$ cat config.mk
export PLATFORM = sky130hd
export DESIGN_NAME = ordered_unique_value_set
export DESIGN_NICKNAME = d
export VERILOG_FILES = /design/src/rtl/core/ouvs_pkg.sv /design/src/rtl/core/ouvs_cell.sv /design/src/rtl/core/ordered_unique_value_set.sv
export SDC_FILE = /design/constraint.sdc
export NUM_CORES = 1
export LEC_CHECK = 0
export ABC_CLOCK_PERIOD_IN_PS = 5700
export BUFFER_PORTS_ARGS = -buffer_cell sky130_fd_sc_hd__buf_2
export CELL_PAD_IN_SITES_DETAIL_PLACEMENT = 2
export CELL_PAD_IN_SITES_GLOBAL_PLACEMENT = 2
export CORE_MARGIN = 2
export CORE_UTILIZATION = 45
export DETAILED_ROUTE_END_ITERATION = 10
export PLACE_DENSITY_LB_ADDON = 0.08
export SYNTH_ARGS = -nofsm -noshare
export SYNTH_HDL_FRONTEND = slang
export SYNTH_HIERARCHICAL = 1
export SYNTH_SLANG_ARGS = --single-unit
$ cat constraint.sdc
create_clock -name clk -period 5.7 [get_ports clk]
set_clock_uncertainty 0.1 [all_clocks]
set_input_delay 0 -clock clk [delete_from_list [all_inputs] [get_ports clk]]
set_output_delay 0 -clock clk [all_outputs]
set_load 0.01 [all_outputs]
$ cat src/rtl/core/ouvs_pkg.sv
// Package with the types, sizes and operation codes of the ordered unique value set.
package ouvs_pkg;

  localparam int CAPACITY = 16;
  localparam int IDX_W    = (CAPACITY > 1) ? $clog2(CAPACITY) : 1;
  localparam int CNT_W    = $clog2(CAPACITY + 1);
  localparam int VAL_W    = 32;
  localparam int POS_W    = 4;
  localparam int COUNT_W  = 5;

  localparam logic [1:0] FUNC_LOOKUP = 2'd0;
  localparam logic [1:0] FUNC_INSERT = 2'd1;
  localparam logic [1:0] FUNC_REMOVE = 2'd2;

  typedef struct packed {
    logic [1:0]              func;
    logic signed [VAL_W-1:0] value;
  } ouvs_req_t;

  typedef struct packed {
    logic               found;
    logic [POS_W-1:0]   position;
    logic [COUNT_W-1:0] entry_count;
    logic               rejected_full;
  } ouvs_rsp_t;

  typedef struct packed {
    logic valid;
    logic load;
    logic shift;
  } ouvs_cell_ctl_t;

endpackage

$ cat src/rtl/core/ouvs_cell.sv
// One storage cell of the value chain: holds an entry, compares it and takes its neighbor's.
module ouvs_cell (
  input  logic                              clk,
  input  ouvs_pkg::ouvs_cell_ctl_t          ctl,
  input  logic signed [ouvs_pkg::VAL_W-1:0] key,
  input  logic signed [ouvs_pkg::VAL_W-1:0] neighbor,
  output logic signed [ouvs_pkg::VAL_W-1:0] entry,
  output logic                              match
);
  import ouvs_pkg::*;

  always_ff @(posedge clk) begin
    if (ctl.load) begin
      entry <= key;
    end else if (ctl.shift) begin
      entry <= neighbor;
    end
  end

  assign match = ctl.valid && (entry == key);

endmodule

$ cat src/rtl/core/ordered_unique_value_set.sv
// Top level of the ordered unique value set: a chain of compare cells and the result register.
// The result of an accepted request is registered in the output register.
// Throughput: one request per cycle while req_stall is low; all cells compare and shift in the same cycle.
// The output register lets a new request in while the previous result is being taken.
// Reset (synchronous, active high) clears the count and the output valid; entries are
// written before they are read and have no reset.
module ordered_unique_value_set (
  input  logic                clk,
  input  logic                rst,
  input  logic                req_valid,
  output logic                req_stall,
  input  ouvs_pkg::ouvs_req_t req,
  output logic                rsp_valid,
  input  logic                rsp_stall,
  output ouvs_pkg::ouvs_rsp_t rsp
);
  import ouvs_pkg::*;

  logic signed [VAL_W-1:0] entry [CAPACITY];
  logic [CAPACITY-1:0]     match;
  ouvs_cell_ctl_t          ctl [CAPACITY];
  logic [CNT_W-1:0]        count;
  logic [CNT_W-1:0]        count_next;
  logic [IDX_W-1:0]        hit_idx;
  logic                    hit;
  logic                    full;
  logic                    accept;
  logic                    do_insert;
  logic                    do_remove;
  logic                    rejected;

  assign req_stall = rsp_valid && rsp_stall;
  assign accept    = req_valid && !req_stall;
  assign hit       = |match;
  assign full      = (count == CNT_W'(CAPACITY));
  assign do_insert = accept && (req.func == FUNC_INSERT) && !hit && !full;
  assign do_remove = accept && (req.func == FUNC_REMOVE) && hit;
  assign rejected  = (req.func == FUNC_INSERT) && !hit && full;

  // Stored values are distinct, so at most one cell matches.
  always_comb begin
    hit_idx = '0;
    for (int i = 0; i < CAPACITY; i++) begin
      if (match[i]) begin
        hit_idx = hit_idx | IDX_W'(i);
      end
    end
  end

  always_comb begin
    for (int i = 0; i < CAPACITY; i++) begin
      ctl[i].valid = (CNT_W'(i) < count);
      ctl[i].load  = do_insert && (CNT_W'(i) == count);
      ctl[i].shift = do_remove && (IDX_W'(i) >= hit_idx);
    end
  end

  for (genvar g = 0; g < CAPACITY; g++) begin : g_cell
    ouvs_cell u_cell (
      .clk      (clk),
      .ctl      (ctl[g]),
      .key      (req.value),
      .neighbor (entry[(g + 1 < CAPACITY) ? g + 1 : g]),
      .entry    (entry[g]),
      .match    (match[g])
    );
  end

  always_comb begin
    count_next = count;
    if (do_insert) begin
      count_next = count + CNT_W'(1);
    end else if (do_remove) begin
      count_next = count - CNT_W'(1);
    end
  end

  always_ff @(posedge clk) begin
    if (rst) begin
      count     <= '0;
      rsp_valid <= 1'b0;
    end else begin
      count <= count_next;
      if (accept) begin
        rsp_valid <= 1'b1;
      end else if (!rsp_stall) begin
        rsp_valid <= 1'b0;
      end
    end
  end

  always_ff @(posedge clk) begin
    if (accept) begin
      rsp.found         <= hit;
      rsp.position      <= hit ? POS_W'(hit_idx) : '0;
      rsp.entry_count   <= COUNT_W'(count_next);
      rsp.rejected_full <= rejected;
    end
  end

endmodule
==> results.json <==
{
  "initial_utilization_pct": 45.6,
  "drv_slew": 0,
  "finalCritPeriodShare_pct": 91.8,
  "dieArea_sq_um": 65900,
  "tightest_slew_ns": 0.969,
  "synth-edff-count": 523,
  "fillers": 5935,
  "hold_violations": 0,
  "crit_top_cell": "nor4_2",
  "cp_slowest_cell": "nor2_4",
  "grt_use_total_pct": 20.6,
  "postPlaceCellArea_sq_um": 30200,
  "use_met2_pct": 36.6,
  "cts_root_buf": "clkbuf_16",
  "seq_area_sq_um": 15800,
  "cts_buffers": 60,
  "netlist-cell-type-count": 50,
  "worstSetupPathType": "register to register",
  "first_iter_violations": 664,
  "synthArstFlopShare_pct": 0,
  "max_stage_delay_ns": 0.79,
  "finalCoreUtilization_pct": 50.8,
  "grt_max_degree": 38,
  "hpwl_um": 48100,
  "yosysTopAreaCell": "edfxtp_1",
  "crit_path_cell_trace": "nor3_1, a22oi_1, o2111ai_1, nor4_2, nor4_2, nand4_4, nor2_2, nand2_1, nor2_4, or2_2, buf_4",
  "leakage_uw": 0.00913,
  "cap_viol_max_count": 0,
  "critPathRequiredTime_ns": 5.87,
  "multi_input_area_sq_um": 12600,
  "busiest_layer": "met2",
  "yosys.area.top_type_share_pct": 54.6,
  "wl_um": 66500,
  "grt_pass1_wl_um": 107000,
  "antenna_cells": 0,
  "design_area_sq_um": 32000,
  "std_cell_rows": 92,
  "grt_pass1_vias": 18300,
  "avgSynthCellArea_sq_um": 14.6,
  "rsz0062_at_grt": "no",
  "peakVddDrop_mv": 0.265,
  "yosysWarnings": 6,
  "via_per_inst": 5.44,
  "clkSinkCount": 529,
  "cts_tree": "built",
  "cts_setup_buffers": 0,
  "fp.dieW_um": 257,
  "clkLatencyLatePin_ns": 0.63,
  "ys.flop_type": "edfxtp_1",
  "antenna_found_initial": 1,
  "clk_pin_slew_ns": 0.06,
  "pin_count": 51,
  "cp-end-kind": "register",
  "yosysSeqAreaShare_pct": 55.1,
  "post-route-min-period_ns": 5.23,
  "syn2layout_area_growth_pct": 11.5,
  "relSlewSlack_pct": 35.3,
  "drive_above_1_share_pct": 35.9,
  "met3_usage_pct": 2.26,
  "synth_seq_cells": 529,
  "hold_class": "primary input to register",
  "finalSetupViolations": 0,
  "ctsLongestPathBuffers": 3,
  "fin_cells": 2966,
  "drtAntennaViolNets": 0,
  "synthTopCellsByArea": "edfxtp_1, mux2_2, xor2_1",
  "setup_tns_ns": 0,
  "met1_usage_pct": 26.7,
  "startpoint_type": "register",
  "dp_cells": 2844,
  "first_pass_iters": 7,
  "path_max_fanout": 33,
  "netlist_instances": 1970,
  "drc": 0,
  "powerDensity_nw_per_um2": 258,
  "max_freq_ghz": 0.191,
  "finalNetCount": 2115,
  "wire_per_inst_um": 22.4,
  "htreeDepth": 2,
  "status": "completed",
  "die_height_um": 257,
  "overflow": 0,
  "arrival_ns": 5.40,
  "syn_nets": 2013,
  "via_count": 16100,
  "portBuffers": 50,
  "place.gp.congestion": 0.762,
  "core_sq_um": 63100,
  "netlist_area_sq_um": 28700
}
-- area by class of cell --
type,count,area share (%)
well taps,846,3.30
multi-input cells,1344,39.2
repair buffers,113,2.35
inverters,24,0.281
clock buffers,83,5.02
clock inverters,27,0.441
flip-flops and latches,529,49.4
-- state kept, by name, summed over array words and instances (netlist names) --
signal,count
count,5
g_cell.u_cell/entry,512
rsp,11
rsp_valid,1
-- cells in the final DEF (no fill, tap or decap), types with 2 or more instances in the layout --
master	instances
nor4_2	20
nand4_1	18
nor3_1	6
ha_1	5
nor2_2	5
dfxtp_1	6
o21ai_0	4
edfxtp_1	523
nor2b_1	5
or2_4	2
or2_2	14
nor4_1	96
nor4_4	2
xor2_1	434
buf_2	50
or4_1	2
a2111oi_2	16
a21oi_1	10
mux2_2	512
buf_4	51
nand2_2	2
xnor2_1	65
clkbuf_16	61
o21bai_1	4
clkinv_2	11
inv_1	23
clkbuf_1	22
nand2_1	27
o21a_1	4
nand2b_1	2
mux2i_1	3
or3_1	4
nand3_1	22
and3_1	5
dlygate4sd3_1	12
nor3_2	8
and2_1	3
nor2_1	13
o2111ai_1	16
clkinv_1	15
-- metal layers --
layer  share of wire [%]  vias up
met3                 2.6       97
met5                   0        -
met4                 2.4        0
met1                  44     8261
met2                  51      154
li1                    -     7613
-- through the flow --
stage               hold slack (ns)  total power [uW]  worst slack, ns
floorplan                   -0.0284              4550             2.01
global placement              0.121              4770            0.515
detailed placement            0.158              4790            0.433
CTS                          0.0150              8360            0.374
global route                 0.0449              8550            0.103
finish                       0.0448              8260            0.470
-- logic make-up (layout without fill, tap and decap cells) --
logic type / after synthesis / count (layout) / synth area share (%)
XOR/XNOR: 499 / 499 / 15.2
multiplexers: 515 / 515 / 20.2
buffers and inverters: 97 / 247 / 1.50
AND/OR/NAND/NOR: 266 / 266 / 5.92
adder cells (fa/ha/maj): 5 / 5 / 0.218
flip-flops: 529 / 529 / 55.1
AO/OA/AOI/OAI: 59 / 59 / 1.92
-- report_power, final --
| part | switching (uW) | total (uW) | internal (uW) |
|---|---|---|---|
| clock | 1550 | 3540 | 1990 |
| sequential | 16.2 | 4260 | 4240 |
| combinational | 301 | 462 | 160 |
| total | 1860 | 8260 | 6390 |
-- final timing paths --
check,depth (start not counted),start,end,slack [ns]
worst max-delay path,11,count[2],g_cell[2].u_cell/entry[8],0.47
worst min register to register,1,g_cell[10].u_cell/entry[5],g_cell[9].u_cell/entry[5],0.49
worst min-delay path,2,req[16],g_cell[10].u_cell/entry[16],0.04
worst max register to register,11,count[2],g_cell[2].u_cell/entry[8],0.47
-- critical path, delay by kind of cell, from the launching register on --
kind | cells | cell delay [ns]
DFF | 1 | 0.59
AOI/OAI and AO/OA | 2 | 0.49
buffers and inverters | 1 | 0.36
and+or+nand+nor | 8 | 3.30
-- timing repair --
| item | 4_1_cts | 5_1_grt |
|---|---|---|
| endpoints found under the setup margin | 0 | 88 |
| endpoints found under the hold margin | 43 | 0 |
| resized for setup | 0 | 3 |
| hold buffers | 12 | 0 |
-- synthesized netlist by cell type (2+ instances only) --
master     count
a2111oi_2     16
a21oi_1       10
and2_1         3
and3_1         5
buf_2         51
clkbuf_1      21
dfxtp_1        6
edfxtp_1     523
ha_1           5
inv_1         23
mux2_2       512
mux2i_1        3
nand2_1       27
nand2_2        2
nand2b_1       2
nand3_1       22
nand4_1       18
nor2_1        16
nor2_2         3
nor2b_1        5
nor3_1        13
nor4_1        98
nor4_2        18
nor4_4         2
o2111ai_1     16
o21a_1         4
o21ai_0        4
o21bai_1       4
or2_2         16
or3_1          4
or4_1          2
xnor2_1       65
xor2_1       434
No activity file was read; power rests on OpenSTA's default activity.
